### config.mk
export PLATFORM = sky130hd
export DESIGN_NAME = imsa_ctrl
export DESIGN_NICKNAME = d
export VERILOG_FILES = /design/src/hdl/imsa_pkg.sv /design/src/hdl/imsa_ctrl.sv
export SDC_FILE = /design/constraint.sdc
export NUM_CORES = 1
export LEC_CHECK = 0
export ABC_CLOCK_PERIOD_IN_PS = 1750
export BUFFER_PORTS_ARGS = -buffer_cell sky130_fd_sc_hd__buf_2
export CORE_AREA = 2 2 39 41
export CTS_CLUSTER_DIAMETER = 100
export CTS_CLUSTER_SIZE = 10
export DETAILED_ROUTE_END_ITERATION = 10
export DIE_AREA = 0 0 41 43
export PLACE_DENSITY = 0.38
export SETUP_SLACK_MARGIN = 0.05
export SYNTH_ARGS = -nofsm -noshare
export SYNTH_HDL_FRONTEND = slang
export SYNTH_SLANG_ARGS = --single-unit
### constraint.sdc
create_clock -name clk_i -period 1.75 [get_ports clk_i]
set_input_delay 0.0875 -clock clk_i [delete_from_list [all_inputs] [get_ports clk_i]]
set_output_delay 0.0875 -clock clk_i [all_outputs]
set_load 0.005 [all_outputs]
### src/hdl/imsa_pkg.sv
// Shared types and constants for the indicator-matrix scatter-accumulate unit.
// Used by the channel interfaces, the register block, controller and datapath.
package imsa_pkg;

  localparam int unsigned MaxColumnsDef = 1024;

  localparam int unsigned ColW    = 11;  // signed column index
  localparam int unsigned ValW    = 32;  // Q16.16 weight and row value
  localparam int unsigned SumW    = 48;  // Q32.16 accumulator
  localparam int unsigned ProdW   = 2 * ValW;
  localparam int unsigned FracW   = 16;
  localparam int unsigned CountW  = 11;
  localparam int unsigned AddrW   = 4;   // APB byte address
  localparam int unsigned DataW   = 32;
  localparam int unsigned RegIdxW = 2;

  localparam logic [CountW-1:0] ColumnCountRst = CountW'(1024);

  // request types
  localparam logic ReqAccumulate = 1'b0;
  localparam logic ReqRead       = 1'b1;

  // result status
  localparam logic StatOk     = 1'b0;
  localparam logic StatReject = 1'b1;

  // register indexes (byte address / 4)
  localparam logic [RegIdxW-1:0] RegWeighted = 2'd0;
  localparam logic [RegIdxW-1:0] RegSkipNeg  = 2'd1;
  localparam logic [RegIdxW-1:0] RegColCount = 2'd2;

  typedef struct packed {
    logic              weighted;
    logic              skip_neg;
    logic [CountW-1:0] column_count;
  } cfg_t;

  // controller -> datapath
  typedef struct packed {
    logic in_ready;
    logic accept;    // word taken this cycle
    logic clr_step;  // zero one store entry
    logic mem_rd;    // read store, register product
    logic commit;    // write back, load result
  } cmd_t;

  // datapath -> controller
  typedef struct packed {
    logic in_valid;
    logic clr_last;
    logic need_result;
    logic out_blocked;
  } dp_status_t;

endpackage

### src/hdl/imsa_ctrl.sv
// Sequencer: store clearing after reset, then accept / read / update per word.
// Depends on imsa_pkg (cmd_t, dp_status_t).
module imsa_ctrl (
  input  logic                 clk_i,
  input  logic                 rst_ni,
  input  imsa_pkg::dp_status_t st_i,
  output imsa_pkg::cmd_t       cmd_o
);
  import imsa_pkg::*;

  localparam logic [1:0] StClear  = 2'd0;
  localparam logic [1:0] StIdle   = 2'd1;
  localparam logic [1:0] StRead   = 2'd2;
  localparam logic [1:0] StUpdate = 2'd3;

  logic [1:0] state_q, state_d;

  always_comb begin
    state_d = state_q;
    cmd_o   = '0;
    case (state_q)
      StClear: begin
        cmd_o.clr_step = 1'b1;
        if (st_i.clr_last) state_d = StIdle;
      end
      StIdle: begin
        cmd_o.in_ready = 1'b1;
        cmd_o.accept   = st_i.in_valid;
        if (st_i.in_valid) state_d = StRead;
      end
      StRead: begin
        cmd_o.mem_rd = 1'b1;
        state_d      = StUpdate;
      end
      StUpdate: begin
        // hold while a result is due and the output slot cannot take it
        if (!(st_i.need_result && st_i.out_blocked)) begin
          cmd_o.commit = 1'b1;
          state_d      = StIdle;
        end
      end
      default: state_d = StIdle;
    endcase
  end

  always_ff @(posedge clk_i or negedge rst_ni) begin
    if (!rst_ni) begin
      state_q <= StClear;
    end else begin
      state_q <= state_d;
    end
  end

  a_clear_done: assert property (@(posedge clk_i) disable iff (!rst_ni)
    (state_q == StClear && st_i.clr_last) |=> state_q == StIdle)
    else $error("clear pass did not hand over to idle");

  a_read_then_update: assert property (@(posedge clk_i) disable iff (!rst_ni)
    state_q == StRead |=> state_q == StUpdate)
    else $error("store read not followed by update");

  a_no_overrun: assert property (@(posedge clk_i) disable iff (!rst_ni)
    (cmd_o.commit && st_i.need_result) |-> !st_i.out_blocked)
    else $error("result committed into a full output slot");

endmodule

==> summary.txt, run 1 <==
Timing
  – Layout Skew: 0.002567 ns
  – Max Transition Viols Final: 0
  – Unrepaired setup endpoints after global routing: false
  – Final period util: 0.8224
  – Final setup margin: 0.3108 ns
  – Slew margin rel.: 0.8411
  – Final hold slack: 0.1812 ns
  – # setup viols final: 0
  – Final Hold Fails: 0
  – FMAX: 0.6948 GHz
  – TNS Setup: 0 ns
  – Worst-Margin Slew: 0.2384 ns
  – Post-layout minimum cycle time: 1.439 ns

Global route
  – Largest net degree at the start of global routing: 5
  – Most used routing layer in global routing: met1
  – Met3 usage: 0.01571
  – Met2 Use GR: 0.05313
  – Congestion Overflow GR: 0
  – Number of antenna violations at the first check in global routing: 0
  – First-pass GRT wire length: 538 µm
  – Tot GR Track Use: 0.04915
  – Vias in the first global route: 151
  – Global routing usage on met1: 0.06410

Setup path
  – Crit path max fanout: 4
  – CP max stage cell: dfrtp_1
  – Max stage delay on crit path: 0.40 ns
  – Worst R2R Start: state_q[1]
  – Crit path cell chain: inv_1, ha_1, inv_1, o221ai_2, mux2_4
  – Setup CP Type: register to register
  – Crit-path most repeated cell: inv_1
  – Worst EP arrival: 1.54 ns
  – Worst path required time: 1.85 ns
  – Startpoint types: register
  – Crit end category: register
  – Critical Path Source: state_q[1]

Cells and area
  – Final cell count without fillers: 47
  – Largest regs: state_q (2)
  – Synth-to-layout area growth: 54.67%
  – # fillers: 151
  – Reg with most FFs: state_q
  – Largest register FFs: 2
  – Nets: 44
  – Layout cell share with drive strength beyond 1: 0.5161
  – Ant diodes: 0

Place
  – Worst slack, placed: 0.3045 ns
  – PortBufs: 10
  – Gpl congestion: 0.6793
  – Placed insts: 43
  – Hpwl dp: 308.4 µm

Floorplanning
  – Core Rows: 14
  – Core ar.: 1384 µm²
  – Die Y: 43 µm
  – Initial Utilization: 0.1356
  – Die area: 1763 µm²
  – IO Pins: 11
  – Die Wd: 41 µm

Synthesis
  – Syn. warnings: 0
  – Netlist Area Pre-Place: 187.7 µm²
  – EDFF count, synth: 0
  – Sequential-to-total area share from yosys stat: 0.2667
  – Synth top area cells: ha_1, dfrtp_1, inv_1, mux2_4, o221ai_2
  – Post-Syn Area per Cell: 11.04 µm²
  – Ys async rst share: 1.000
  – Syn_nets: 28
  – Synth cell types: 9
  – Most instantiated library cell after synthesis: ha_1
  – Ys flop type: dfrtp_1
  – Syn Inst Count: 17
  – Yosys top cell area share: 0.3333
  – Synthesized flop and latch total: 2
  – Commonest cells in the netlist: ha_1, inv_1, dfrtp_1
  – Synth area leader: ha_1

Route
  – DRT iter0 DRCs: 0
  – Vias per inst: 3.404
  – Post-route DRC: 0
  – Routed vias: 160
  – Antenna Nets Post-Route: 0
  – Detailed-router iteration count before antenna repair: 1
  – Wire per inst: 7.766 µm
  – Drt total wl: 365 µm

CTS
  – # H-tree levels: 1
  – Clk_lat worst skew: 0.22 ns
  – CTS clk-pin slew, worst paths: 0.03 ns
  – CTS root buf: clkbuf_4
  – CTS Buf Count: 3
  – Clk buf depth: 2
  – Resize count post-CTS: 0
  – CTS tree: yes
  – CTS Sinks: 2

Pwr
  – Leak pwr: 0.1621 nW
  – Power Total: 0.4504 mW
  – Maximum VDD drop: 0.0006436 V
  – PwrDens: 1552 nW/µm²

Run
  – Max Cap Viol: 0

Hold path
  – Tightest Hold Check Type: input pin to asynchronous set/reset pin

Status
  – Status: completed
==> critical path, delay by kind of cell (launching register included) <==
kind | cells | cell delay, ns
mux | 1 | 0.33
fa+ha+maj | 1 | 0.18
compound gates | 1 | 0.24
buf+inv | 2 | 0.16
flops | 1 | 0.40
==> final cells by class <==
cell class / count / area (µm²) / share of cell area
sequential: 2 / 50.05 / 0.1724
multi-input combinational: 11 / 122.6 / 0.4224
clock buffer: 3 / 22.52 / 0.07759
timing repair buffer: 11 / 60.06 / 0.2069
inverter: 4 / 15.01 / 0.05172
tap: 16 / 20.02 / 0.06897
==> metal layers <==
| layer | up-vias | wire length [µm] | part of all wire |
|---|---|---|---|
| met1 | 65 | 190 | 0.52 |
| li1 | 84 | - | - |
| met2 | 11 | 131 | 0.36 |
| met4 | 0 | 0 | 0 |
| met3 | 0 | 43 | 0.12 |
| met5 | - | 0 | 0 |
==> report_power, final <==
part | leakage, nW | internal, mW | total, mW | switching [mW]
Sequential | 0.0224 | 0.0716 | 0.0956 | 0.0240
Clock | 0.0138 | 0.0755 | 0.100 | 0.0249
Combinational | 0.126 | 0.139 | 0.254 | 0.115
==> repair_timing <==
item / CTS / global route
buffers inserted: 0 / 0
hold buffers: 1 / 0
endpoints found under the hold margin: 2 / 0
endpoints found under the setup margin: 0 / 0
==> path summary, 6_finish.rpt <==
path | to | slack, ns | cells after the start
setup / recovery | state_q[1] | 0.31 | 5
hold / removal | state_q[0] | 0.18 | 2
setup reg to reg | state_q[1] | 0.31 | 5
hold reg to reg | state_q[1] | 0.57 | 1
max in group asynchronous | state_q[1] | 1.47 | 2
min in group clk_i | state_q[0] | 0.25 | 3
==> per-stage QoR <==
step | instance area, µm² | utilization
6_report | 290.3 | 0.2098
4_1_cts | 290.3 | 0.2098
5_1_grt | 290.3 | 0.2098
2_1_floorplan | 187.7 | -
3_5_place_dp | 257.7 | 0.1863
3_3_place_gp | 257.7 | 0.1863
==> layout by cell type, fill, tap and decap left out <==
cell           synthesis  routed
nand3_1                1       1
mux2i_1                1       1
dfrtp_1                2       2
a21boi_0               1       1
mux2_4                 1       1
dlygate4sd3_1          0       1
clkbuf_4               0       3
o221ai_2               1       1
inv_1                  4       4
ha_1                   5       5
buf_2                  0      10
and2_2                 1       1
==> cell families after synthesis <==
group / synth area share
adders and majority gates: 0.3333
buffers and inverters: 0.07998
AOI/OAI and AO/OA: 0.1200
muxes: 0.1333
and+or+nand+nor: 0.06666
DFF: 0.2667
Note: power is estimated with default switching activity, not from simulation.
==> run 2, diff against run 1 <==
--- a/config.mk
+++ b/config.mk
@@ -5,14 +5,14 @@
 export SDC_FILE = /design/constraint.sdc
 export NUM_CORES = 1
 export LEC_CHECK = 0
-export ABC_CLOCK_PERIOD_IN_PS = 1750
+export ABC_CLOCK_PERIOD_IN_PS = 1200
 export BUFFER_PORTS_ARGS = -buffer_cell sky130_fd_sc_hd__buf_2
 export CORE_AREA = 2 2 39 41
 export CTS_CLUSTER_DIAMETER = 100
 export CTS_CLUSTER_SIZE = 10
 export DETAILED_ROUTE_END_ITERATION = 10
 export DIE_AREA = 0 0 41 43
-export PLACE_DENSITY = 0.38
+export PLACE_DENSITY = 0.39
 export SETUP_SLACK_MARGIN = 0.05
 export SYNTH_ARGS = -nofsm -noshare
 export SYNTH_HDL_FRONTEND = slang
==> constraint.sdc (replaced) <==
create_clock -name clk_i -period 1.2 [get_ports clk_i]
set_input_delay 0.06 -clock clk_i [delete_from_list [all_inputs] [get_ports clk_i]]
set_output_delay 0.06 -clock clk_i [all_outputs]
set_load 0.005 [all_outputs]
==> summary.txt, run 2 (synthesis results as in run 1) <==
Pwr
  – Clk network pwr share: 0.140 (-0.083)
  – Maximum VDD drop: 0.0009610 V (+49%)
  – Sequential Power Share: 0.148 (-0.064)
  – Leak pwr: 0.2002 nW (+23%)
  – Comb pwr share: 0.712 (+0.147)
  – Sw Ratio: 0.3504 (-0.01363)
  – PwrDens: 2494 nW/µm² (+61%)
  – Internal power: 0.6832 mW (+140%)
  – P_sw: 0.3685 mW (+120%)
  – Power Total: 1.052 mW (+130%)

Route
  – Drt total wl: 500 µm (+37%)
  – Post-route DRC: 0 (unchanged)
  – Routed vias: 188 (+18%)
  – Detailed-router iteration count before antenna repair: 4 (+3)
  – DRT iter0 DRCs: 3 (+3)
  – Wire per inst: 9.259 µm (+19%)
  – Antenna Nets Post-Route: 0 (unchanged)
  – Vias per inst: 3.481 (+2.3%)

Cells and area
  – Finished Core Util: 0.3047 (+0.09494)
  – Largest regs: state_q (2)
  – Ant diodes: 0 (unchanged)
  – Layout cell share with drive strength beyond 1: 0.8421 (+0.3260)
  – Largest register FFs: 2 (unchanged)
  – Most common cell after layout, fill and taps aside: buf_2
  – # fillers: 154 (+2.0%)
  – Reg with most FFs: state_q
  – Synth-to-layout area growth: 124.7%
  – Nets: 51 (+16%)
  – Register area: 51.30 µm² (+2.5%)
  – Final instance area: 421.7 µm² (+45%)
  – Final cell count without fillers: 54 (+15%)
  – Multi-input logic area: 177.7 µm² (+45%)
  – Commonest non-fill, non-tap cells in the layout: buf_2, buf_4, inv_2, buf_6

Run
  – Max Cap Viol: 0 (unchanged)

Floorplanning
  – Die Wd: 41 µm (unchanged)
  – Initial Utilization: 0.1356 (unchanged)
  – IO Pins: 11 (unchanged)
  – Die area: 1763 µm² (unchanged)
  – Core Rows: 14 (unchanged)
  – Core ar.: 1384 µm² (unchanged)
  – Die Y: 43 µm (unchanged)

Setup path
  – Worst path required time: 1.30 ns (-0.55 ns)
  – CP max stage cell: dfrtp_1
  – Crit end category: register
  – Startpoint types: register
  – Delay-heaviest family, CP: flip-flops
  – Worst EP arrival: 1.42 ns (-0.12 ns)
  – Setup CP Type: register to register
  – Max stage delay on crit path: 0.39 ns (about the same)
  – Crit-path most repeated cell: inv_2
  – Reg2reg setup slack: -0.12 ns (-0.43 ns)
  – Crit path cell chain: inv_2, ha_4, inv_2, o221ai_4, mux2_4
  – Crit path max fanout: 3 (-1)
  – Buf/Inv on CP: 2 (unchanged)

Global route
  – Tot GR Track Use: 0.05924 (+0.01009)
  – First-pass GRT wire length: 641 µm (+19%)
  – Vias in the first global route: 183 (+21%)
  – Largest net degree at the start of global routing: 5 (unchanged)
  – Number of antenna violations at the first check in global routing: 0 (unchanged)
  – Congestion Overflow GR: 0 (unchanged)

CTS
  – CTS clk-pin slew, worst paths: 0.03 ns (about the same)
  – CTS root buf: clkbuf_4
  – Clk_lat worst skew: 0.22 ns (about the same)
  – CTS Buf Count: 3 (unchanged)
  – Clk buf depth: 2 (unchanged)
  – CTS Sinks: 2 (unchanged)
  – CTS tree: yes
  – # H-tree levels: 1 (unchanged)

Place
  – Worst slack, placed: -0.1305 ns (-0.4349 ns)
  – Gpl congestion: 0.6077 (-11%)
  – Post-DP Area: 312.8 µm² (+21%)
  – PortBufs: 10 (unchanged)
  – Hpwl dp: 333.1 µm (+8.0%)
  – Placed insts: 47 (+9.3%)

Status
  – Failing checks: negative setup slack
  – Status: finished, violations left

Timing
  – Final Hold Fails: 0 (unchanged)
  – FMAX: 0.7586 GHz (+9.2%)
  – # setup viols final: 4 (+4)
  – Slew margin rel.: 0.8720 (+0.03093)
  – TNS Setup: -0.2578 ns (-0.2578 ns)
  – Max Transition Viols Final: 0 (unchanged)
  – Final hold slack: 0.1495 ns (-0.03169 ns)
  – Final setup margin: -0.1182 ns (-0.4290 ns)
  – Layout Skew: 0.0003809 ns (-0.002186 ns)
  – Unrepaired setup endpoints after global routing: true
  – Post-layout minimum cycle time: 1.318 ns (-0.1210 ns)
  – Worst-Margin Slew: 0.1920 ns (-0.04640 ns)
  – Final period util: 1.099 (+0.2761)

Hold path
  – Tightest Hold Check Type: input pin to asynchronous set/reset pin
[run 2: what timing repair did]
action                                  in CTS  in global routing
hold buffers                                 1                  0
resized for setup                            4                  6
pin swaps                                    0                  2
buffers inserted                             1                  2
hold endpoints to repair                     2                  0
endpoints found under the setup margin       6                  6
[run 2: layout make-up]
class | count | share of cell area
timing repair buffer | 18 | 0.3205
tap | 16 | 0.04748
sequential | 2 | 0.1217
clock buffer | 3 | 0.05341
multi-input combinational | 11 | 0.4214
inverter | 4 | 0.03561
[run 2: power groups by stage]
| stage | Combinational (mW) | Sequential [mW] | Clock (mW) |
|---|---|---|---|
| after global placement | 0.535 | 0.153 | 0 |
| after global routing | 0.840 | 0.157 | 0.165 |
| final | 0.749 | 0.156 | 0.147 |
| after floorplan | 0.323 | 0.147 | 0 |
| after CTS | 0.615 | 0.154 | 0.159 |
| after detailed placement | 0.540 | 0.152 | 0 |
[run 2: layer usage]
layer  vias to the layer above  GRT usage  wire length [µm]
met5                         -          0                 0
met4                         0    0.06000                 0
met3                         0    0.03141                46
met2                        10    0.08125               262
met1                        80    0.05788               191
li1                         98          -                 -
[run 2: worst paths after layout]
check                      startpoint    endpoint  cells past startpoint
setup / recovery           state_q[1]  state_q[1]                      5
hold / removal                 rst_ni  state_q[0]                      2
setup reg to reg           state_q[1]  state_q[1]                      5
hold reg to reg            state_q[0]  state_q[0]                      2
max in group asynchronous      rst_ni  state_q[0]                      2
min in group clk_i            st_i[0]  state_q[1]                      4
[run 2: worst register-to-register path, stage by stage (launching register included)]
cell      delay [ns]
dfrtp_1         0.39
inv_2           0.12
ha_4            0.14
inv_2           0.04
o221ai_4        0.18
mux2_4          0.32
