[config.mk]
export PLATFORM = sky130hd
export DESIGN_NAME = imsa_cfg
export DESIGN_NICKNAME = d
export VERILOG_FILES = /design/src/hdl/imsa_pkg.sv /design/src/hdl/imsa_cfg.sv
export SDC_FILE = /design/constraint.sdc
export NUM_CORES = 1
export LEC_CHECK = 0
export BUFFER_PORTS_ARGS = -buffer_cell sky130_fd_sc_hd__buf_2
export CORE_MARGIN = 3
export CORE_UTILIZATION = 30
export DETAILED_ROUTE_END_ITERATION = 8
export GPL_TIMING_DRIVEN = 1
export HOLD_SLACK_MARGIN = 0.05
export MAX_ROUTING_LAYER = met4
export PLACE_DENSITY = 0.7
export SLEW_MARGIN = 10
export SYNTH_ARGS = -nofsm -noshare
export SYNTH_HDL_FRONTEND = slang
export SYNTH_SLANG_ARGS = --single-unit
[constraint.sdc]
create_clock -name clk_i -period 1.01 [get_ports clk_i]
set_clock_uncertainty 0.05 [all_clocks]
set_input_delay 0 -clock clk_i [delete_from_list [all_inputs] [get_ports clk_i]]
set_output_delay 0 -clock clk_i [all_outputs]
set_load 0.02 [all_outputs]
[src/hdl/imsa_pkg.sv]
// Shared types and constants for the indicator-matrix scatter-accumulate unit.
// Used by the channel interfaces, the register block, controller and datapath.
package imsa_pkg;

  localparam int unsigned MaxColumnsDef = 1024;

  localparam int unsigned ColW    = 11;  // signed column index
  localparam int unsigned ValW    = 32;  // Q16.16 weight and row value
  localparam int unsigned SumW    = 48;  // Q32.16 accumulator
  localparam int unsigned ProdW   = 2 * ValW;
  localparam int unsigned FracW   = 16;
  localparam int unsigned CountW  = 11;
  localparam int unsigned AddrW   = 4;   // APB byte address
  localparam int unsigned DataW   = 32;
  localparam int unsigned RegIdxW = 2;

  localparam logic [CountW-1:0] ColumnCountRst = CountW'(1024);

  // request types
  localparam logic ReqAccumulate = 1'b0;
  localparam logic ReqRead       = 1'b1;

  // result status
  localparam logic StatOk     = 1'b0;
  localparam logic StatReject = 1'b1;

  // register indexes (byte address / 4)
  localparam logic [RegIdxW-1:0] RegWeighted = 2'd0;
  localparam logic [RegIdxW-1:0] RegSkipNeg  = 2'd1;
  localparam logic [RegIdxW-1:0] RegColCount = 2'd2;

  typedef struct packed {
    logic              weighted;
    logic              skip_neg;
    logic [CountW-1:0] column_count;
  } cfg_t;

  // controller -> datapath
  typedef struct packed {
    logic in_ready;
    logic accept;    // word taken this cycle
    logic clr_step;  // zero one store entry
    logic mem_rd;    // read store, register product
    logic commit;    // write back, load result
  } cmd_t;

  // datapath -> controller
  typedef struct packed {
    logic in_valid;
    logic clr_last;
    logic need_result;
    logic out_blocked;
  } dp_status_t;

endpackage

[src/hdl/imsa_cfg.sv]
// APB configuration registers: weighted mode, skip-negative mode, column count.
// Depends on imsa_pkg.
module imsa_cfg (
  input  logic                        clk_i,
  input  logic                        rst_ni,
  input  logic                        psel,
  input  logic                        penable,
  input  logic                        pwrite,
  input  logic [imsa_pkg::AddrW-1:0]  paddr,
  input  logic [imsa_pkg::DataW-1:0]  pwdata,
  output logic [imsa_pkg::DataW-1:0]  prdata,
  output logic                        pready,
  output imsa_pkg::cfg_t              cfg_o
);
  import imsa_pkg::*;

  logic              weighted_q, weighted_d;
  logic              skip_neg_q, skip_neg_d;
  logic [CountW-1:0] col_count_q, col_count_d;
  logic              wr_en;
  logic [RegIdxW-1:0] reg_idx;

  assign pready  = 1'b1;
  assign wr_en   = psel && penable && pwrite;
  assign reg_idx = paddr[AddrW-1:2];

  always_comb begin
    weighted_d  = weighted_q;
    skip_neg_d  = skip_neg_q;
    col_count_d = col_count_q;
    if (wr_en) begin
      case (reg_idx)
        RegWeighted: weighted_d  = pwdata[0];
        RegSkipNeg:  skip_neg_d  = pwdata[0];
        RegColCount: col_count_d = pwdata[CountW-1:0];
        default: ;
      endcase
    end
  end

  always_comb begin
    case (reg_idx)
      RegWeighted: prdata = DataW'(weighted_q);
      RegSkipNeg:  prdata = DataW'(skip_neg_q);
      RegColCount: prdata = DataW'(col_count_q);
      default:     prdata = '0;
    endcase
  end

  always_ff @(posedge clk_i or negedge rst_ni) begin
    if (!rst_ni) begin
      weighted_q  <= 1'b1;
      skip_neg_q  <= 1'b1;
      col_count_q <= ColumnCountRst;
    end else begin
      weighted_q  <= weighted_d;
      skip_neg_q  <= skip_neg_d;
      col_count_q <= col_count_d;
    end
  end

  assign cfg_o = '{weighted: weighted_q, skip_neg: skip_neg_q, column_count: col_count_q};

endmodule

==> metrics.cfg, run 1 <==
[run_status]
status=finished with violations
violations=negative setup slack

[power]
finalPower_mw=2.09
vdd_drop_max_v=0.00107
p_per_area_nw_per_um2=1560
p_leak_nw=0.695

[synth]
synth_top_family_by_area=buffers and inverters
yosys.area_share.adder=0
synth_compound_area_frac=0.00597
muxShareOfSynthArea=0.231
syn_avg_cell_area_um2=11.6
async_flop_share=1.00
synth.top_cell.area_share=0.299
synth_flop_cell=dfrtp_1
synth_most_common_cell=buf_4
synthTopCellsByArea=dfrtp_1 30%, buf_4 21%, mux2_4 18%, dfstp_2 9.4%, and2_1 7.5%
yosys-top-cells-count=24 x buf_4, 10 x and2_1, 10 x dfrtp_1, 10 x mux2_4
yosys.area.top_type=dfrtp_1
synth-xor-area-share=0
ys_seq_elements=13
synth_simple_gate_area_frac=0.128
synth_cell_types=17
ys_warn_count=0
synthesis.area_um2=838
yosysSeqAreaShare=0.393
syn_inst=72
synth_edf_count=0

[clocking]
clk_latency_ps=270
numCtsBuffers=3
path_clk_slew_ps=80
cts_sinks=13
cts_tree=built
clockBufferDepth=2
cts-root-buf=clkbuf_4
htreeDepth=1

[final_layout]
drive_gt1_frac=0.625
synthToLayoutAreaGrowth_pct=59.1
fill_cells=226
num_antenna_cells=0
layout.nets=178
fin_area_um2=1330

[global_route]
grt_pass1_wl_mm=3.26
grt_max_degree=14
grt_pass1_vias=734
grt_usage=0.127
antenna_found_initial=0
grt.overflow.total=0
busiest_layer=met2
use_met1=0.141
met2_usage=0.229
use_met3=0.0263

[place]
place_area_um2=1010
dp_slack_ps=-105
hpwl_mm=1.33
place.gp.congestion=0.755
port_buffers=41

[floorplanning]
rows=18
start_util=0.327
die_area_um2=3460
core_area_um2=2570
die_h_um=58.9
io_pins=87
chipWidth_um=58.9

[sta]
hold_violations=0
min_period_over_period=1.17
setup_ws_ps=-173
fin_crit_ps=1180
tns_ps=-546
rsz0062_at_grt=true
setup_viol=5
drv_slew=0
max_freq_ghz=0.845

[detailed_routing]
ant_nets=0
vias=681
firstDrtPassIters=2
drc=0
wl_per_cell_um=12.7
via_per_inst=4.10
totalWireLength_mm=2.10
drtIter0Drc=3

[setup_path]
critPathArrivalTime_ps=1130
cp_num_buf_inv=1
crit_path_max_incr_delay_ps=540
critPathSlowestCell=dfstp_2
worstSetupPathType=reg -> out
end_kind=output port
timing.critical_path.from=skip_neg_q
r2r-start=skip_neg_q
cp_max_fo=2
startpoint_type=register
path_cells=mux2i_1 > o21ai_1 > buf_4
critPathRequiredTime_ps=960
cpLargestDelayFamily=flip-flops

[min_path]
min_path_type=in -> async

[flow_run]
maxCapViolations=0

==> cell families after synthesis <==
group | Yosys count
other | 2
AO/OA/AOI/OAI | 1
buffers and inverters | 26
multiplexers | 14
flip-flops | 13
AND/OR/NAND/NOR | 16
==> layout by cell type, fill, tap and decap left out, drive strengths merged <==
cell type    count
and2            10
buf             54
clkbuf           4
conb            22
dfrtp           10
dfstp            3
dlygate4sd3     12
mux2            13
mux2i            1
nand2            1
nand3            1
nor2b            1
nor3             1
nor3b            2
o21ai            1
==> area by class of cell <==
class,instances,area [um^2],area share
sequential,13,329,0.247
multi-input combinational,53,414,0.311
tap,30,37.5,0.0281
clock buffer,4,26.3,0.0197
timing repair buffer,66,527,0.395
==> sequential cells by signal (all words and copies together) (netlist names) <==
| register | flops |
|---|---|
| col_count_q | 11 |
| skip_neg_q | 1 |
| weighted_q | 1 |
==> per-stage QoR <==
step	hold slack (ps)	util	cells
3_5_place_dp	-146	0.394	142
6_report	98.4	0.519	166
5_1_grt	114	0.519	166
4_1_cts	87.5	0.491	163
3_3_place_gp	-162	0.394	142
2_1_floorplan	-346	-	92
==> layer usage <==
metal | part of all wire | up-vias
met5 | 0 | -
met4 | 0 | 0
met3 | 0.095 | 0
met2 | 0.53 | 49
met1 | 0.37 | 315
li1 | - | 317
==> what timing repair did <==
item	4_1_cts	5_1_grt
endpoints found under the hold margin	26	0
setup buffers	5	3
pin swaps	0	0
setup endpoints to repair	12	14
gates resized for setup	22	17
hold buffers	12	0
==> worst paths after layout <==
check	slack, ps	end	cells past startpoint
setup / recovery	-170	prdata[0]	3
hold reg to reg	480	col_count_q[1]	1
setup reg to reg	30	skip_neg_q	3
hold / removal	100	col_count_q[6]	2
min in group clk_i	170	weighted_q	4
max in group asynchronous	520	skip_neg_q	2
==> worst reg2reg max path: stages (launching register included) <==
cell	delay, ps
dfstp_2	380
buf_4	120
buf_6	100
mux2_2	250
==> report_power, final <==
group / total (mW) / internal [mW] / switching [mW]
sequential: 0.763 / 0.663 / 0.0999
combinational: 1.01 / 0.535 / 0.477
clock: 0.312 / 0.153 / 0.159
total: 2.09 / 1.35 / 0.736
No activity file was read; power rests on OpenSTA's default activity.
==> run 2: changes to the inputs <==
Clock period 1.01 ns to 1.4 ns, I/O delays scaled along.
==> run 2 against run 1 <==
The run now ends clean. Flip-flop and latch count unchanged. Hold slack got worse by 15 ps. Critical path depth did not move. Critical path type unchanged. Critical endpoint unchanged. Largest cell class is now multi-input combinational cells.
==> metrics.cfg, run 2 (synthesis results as in run 1) <==
[sta]
setup_ws_ps=178  ; was -173 ps
rsz0062_at_grt=false  ; was true
max_freq_ghz=0.818
tns_ps=0  ; was -546 ps
hold_violations=0  ; unchanged
min_period_over_period=0.873
fin_crit_ps=1220
drv_slew=0  ; unchanged
setup_viol=0  ; was 5

[detailed_routing]
wl_per_cell_um=11.5  ; was 12.7 um
via_per_inst=4.07  ; was 4.10
drtIter0Drc=9  ; was 3
firstDrtPassIters=2  ; unchanged
ant_nets=0  ; unchanged
totalWireLength_mm=1.79  ; was 2.10 mm
drc=0  ; unchanged
vias=631  ; was 681

[setup_path]
critPathArrivalTime_ps=1170  ; was 1130 ps
end_kind=output port  ; unchanged
critPathRequiredTime_ps=1350  ; was 960 ps
reg2reg_slack_ps=560  ; was 30 ps
cp_max_fo=3  ; was 2
worstSetupPathType=reg -> out  ; unchanged
startpoint_type=register  ; unchanged

[final_layout]
layout.cells.non_filler=155  ; was 166
top_regs=col_count_q x11, skip_neg_q x1, weighted_q x1  ; unchanged
final_common_cell=buf_2  ; unchanged
regMostFlops=col_count_q  ; unchanged
fill_cells=251  ; was 226
drive_gt1_frac=0.512  ; was 0.625
final_cell_mix=41 x buf_2, 22 x conb_1, 12 x dlygate4sd3_1  ; was 27 x buf_2, 22 x conb_1, 15 x buf_6
fin_area_um2=1130  ; was 1330 um^2
largest_reg_flops=11  ; unchanged
layout.nets=167  ; was 178
num_antenna_cells=0  ; unchanged
synthToLayoutAreaGrowth_pct=35.4  ; was 59.1%

[global_route]
grt.overflow.total=0  ; unchanged
grt_usage=0.114  ; was 0.127
grt_max_degree=14  ; unchanged
antenna_found_initial=0  ; unchanged
grt_pass1_vias=632  ; was 734
grt_pass1_wl_mm=2.92  ; was 3.26 mm

[clocking]
cts-root-buf=clkbuf_4  ; unchanged
path_clk_slew_ps=80  ; about the same
clk_latency_ps=270  ; about the same
ctsResizeCount=0  ; was 22
cts_sinks=13  ; unchanged
numCtsBuffers=3  ; unchanged
clockBufferDepth=2  ; unchanged
ctsHoldBuffers=12  ; unchanged
cts_tree=built  ; unchanged
postCtsSetupRepairBufs=0  ; was 5
htreeDepth=1  ; unchanged

[place]
place_area_um2=988  ; was 1010 um^2
hpwl_mm=1.25  ; was 1.33 mm
place.gp.congestion=0.641  ; was 0.755
placed_cells=139  ; was 142
port_buffers=41  ; unchanged
dp_slack_ps=266  ; was -105 ps

[floorplanning]
core_area_um2=2570  ; unchanged
rows=18  ; unchanged
chipWidth_um=58.9  ; unchanged
die_area_um2=3460  ; unchanged
start_util=0.327  ; unchanged
die_h_um=58.9  ; unchanged
io_pins=87  ; unchanged

[run_status]
status=complete, no violations  ; was finished with violations

[min_path]
min_path_type=in -> async  ; unchanged

[power]
p_per_area_nw_per_um2=1160  ; was 1560 nW/um^2
vdd_drop_max_v=0.000662  ; was 0.00107 V
finalPower_mw=1.31  ; was 2.09 mW
p_leak_nw=0.609  ; was 0.695 nW

[flow_run]
maxCapViolations=0  ; unchanged

-- run 2: area by class of cell --
class	count	area [um^2]	area share
Clock buffer	4	26.3	0.0232
Multi-Input combinational cell	53	389	0.343
Sequential cell	13	329	0.290
Tap cell	30	37.5	0.0331
Timing Repair Buffer	55	353	0.311
-- run 2: power by group --
part	internal, mW	switching [mW]
clock	0.110	0.119
combinational	0.239	0.304
sequential	0.478	0.0619
-- run 2: final timing paths --
path	end	cells after the start	from
worst min register to register	col_count_q[2]	1	col_count_q[2]
worst max register to register	col_count_q[6]	1	col_count_q[6]
max in group asynchronous	skip_neg_q	2	rst_ni
worst max-delay path	prdata[0]	3	skip_neg_q
min in group clk_i	skip_neg_q	3	paddr[3]
worst min-delay path	col_count_q[2]	2	rst_ni
-- run 2: through the flow --
| step | util | hold WS, ps |
|---|---|---|
| 2_1_floorplan | - | -346 |
| 3_3_place_gp | 0.385 | -155 |
| 3_5_place_dp | 0.385 | -147 |
| 4_1_cts | 0.442 | 83.5 |
| 5_1_grt | 0.442 | 100 |
| 6_report | 0.442 | 83.2 |
-- run 2: per-layer routing --
metal  global-route usage  vias up  share of wire
met5                    -        -              0
met4               0.0485        0         0.0078
met3               0.0263        2           0.11
met2                0.186       48           0.49
met1                0.133      287           0.40
li1                     -      294              -
-- run 2: critical path: stages, from the launching register on --
cell,delay (ps)
dfstp_2,540
mux2i_1,60
o21ai_0,120
buf_2,180
==> run 3: changes to the inputs <==
Settings changed: GPL_TIMING_DRIVEN 1 to 0, SETUP_SLACK_MARGIN set to 0.2.
==> run 3 against run 2 <==
Sequential power about the same. Critical path type unchanged. Clock power is 3% lower. Core utilization rose by 7.7 points. Sequential share of layout area down 4.3 points. Wire length up 6.6%. Power increased by 8.0%. Highest routed layer is now met3.
==> metrics.cfg, run 3 (synthesis results as in run 1) <==
[floorplanning]
core_area_um2=2570  ; unchanged
die_area_um2=3460  ; unchanged
die_h_um=58.9  ; unchanged
chipWidth_um=58.9  ; unchanged
start_util=0.327  ; unchanged
rows=18  ; unchanged
io_pins=87  ; unchanged

[detailed_routing]
drtIter0Drc=8  ; was 9
totalWireLength_mm=1.90  ; was 1.79 mm
ant_nets=0  ; unchanged
drc=0  ; unchanged
via_per_inst=3.79  ; was 4.07
firstDrtPassIters=3  ; was 2
wl_per_cell_um=10.5  ; was 11.5 um
vias=686  ; was 631

[clocking]
htreeDepth=1  ; unchanged
clk_latency_ps=260  ; was 270 ps
cts_sinks=13  ; unchanged
path_clk_slew_ps=80  ; about the same
cts-root-buf=clkbuf_4  ; unchanged
clockBufferDepth=2  ; unchanged
cts_tree=built  ; unchanged
numCtsBuffers=3  ; unchanged

[final_layout]
top_regs=col_count_q x11, skip_neg_q x1, weighted_q x1  ; unchanged
layout.cells.non_filler=181  ; was 155
synthToLayoutAreaGrowth_pct=59.0  ; was 35.4%
ff_latch_area_um2=329  ; unchanged
multi_input_area_um2=389  ; unchanged
drive_gt1_frac=0.589  ; was 0.512
layout.nets=193  ; was 167
final_common_cell=buf_2  ; unchanged
final_util=0.519  ; was 0.442
regMostFlops=col_count_q  ; unchanged
fill_cells=239  ; was 251
num_antenna_cells=0  ; unchanged
final_cell_mix=38 x buf_2, 27 x buf_4, 22 x conb_1  ; was 41 x buf_2, 22 x conb_1, 12 x dlygate4sd3_1
largest_reg_flops=11  ; unchanged
fin_area_um2=1330  ; was 1130 um^2

[setup_path]
reg2reg_depth=2  ; was 1
reg2reg_slack_ps=520  ; was 560 ps
end_kind=output port  ; unchanged
worstSetupPathType=reg -> out  ; unchanged
r2r-start=skip_neg_q  ; was col_count_q[6]
critPathArrivalTime_ps=1120  ; was 1170 ps
cp_max_fo=2  ; was 3
reg2reg_to=skip_neg_q  ; was col_count_q[6]
startpoint_type=register  ; unchanged
critPathRequiredTime_ps=1350  ; about the same

[sta]
setup_ws_ps=226  ; was 178 ps
tns_ps=0  ; unchanged
drv_slew=0  ; unchanged
hold_slack_ps=95.6  ; was 83.2 ps
setup_viol=0  ; unchanged
rsz0062_at_grt=true  ; was false
fin_crit_ps=1170  ; was 1220 ps
max_freq_ghz=0.852  ; was 0.818 GHz
min_period_over_period=0.839  ; was 0.873
hold_violations=0  ; unchanged

[place]
place_area_um2=1160  ; was 988 um^2
place.gp.congestion=0.652  ; was 0.641
port_buffers=41  ; unchanged
dp_slack_ps=234  ; was 266 ps
hpwl_mm=1.38  ; was 1.25 mm
placed_cells=163  ; was 139

[global_route]
grt_max_degree=14  ; unchanged
grt_pass1_vias=627  ; was 632
antenna_found_initial=0  ; unchanged
grt_pass1_wl_mm=2.95  ; was 2.92 mm
grt.overflow.total=0  ; unchanged
grt_usage=0.116  ; was 0.114

[power]
p_leak_nw=0.746  ; was 0.609 nW
vdd_drop_max_v=0.000681  ; was 0.000662 V
finalPower_mw=1.42  ; was 1.31 mW
p_per_area_nw_per_um2=1060  ; was 1160 nW/um^2

[run_status]
status=complete, no violations  ; unchanged

[flow_run]
maxCapViolations=0  ; unchanged

[min_path]
min_path_type=in -> async  ; unchanged

==> run 3: timing repair <==
| item | CTS | global route |
|---|---|---|
| setup buffers | 2 | 0 |
| endpoints found under the setup margin | 1 | 4 |
| endpoints found under the hold margin | 26 | 0 |
| resized for setup | 2 | 5 |
| hold buffers | 12 | 0 |
==> run 3: power by group <==
group	total [mW]	switching (mW)	internal, mW
Sequential	0.540	0.0617	0.478
Combinational	0.655	0.326	0.329
Clock	0.223	0.113	0.110
==> run 3: critical path, cell delays in order (launching register included) <==
cell,delay [ps]
dfstp_2,540
mux2i_1,60
o21ai_1,110
buf_4,150
==> run 3: layout make-up <==
type                    count  area share
repair buffers             55       0.267
well taps                  30      0.0282
plain buffers              26       0.146
flip-flops and latches     13       0.247
multi-input cells          53       0.292
clock buffers               4      0.0197
==> run 3: worst max path at each step <==
stage / to / start / cells after the start / slack [ps]
after global placement: col_count_q[6] / pwrite / 5 / 260
final: prdata[0] / skip_neg_q / 3 / 230
after detailed placement: col_count_q[8] / pwrite / 5 / 230
after floorplan: prdata[0] / skip_neg_q / 2 / 300
after global routing: prdata[0] / skip_neg_q / 3 / 170
after CTS: cfg_o[11] / skip_neg_q / 3 / 200
==> run 3: metal layers <==
layer	vias up	track usage	wire length, um
li1	343	-	-
met1	297	0.136	747
met2	46	0.208	950
met3	0	0.0219	206
met4	0	0.0194	0
met5	-	-	0
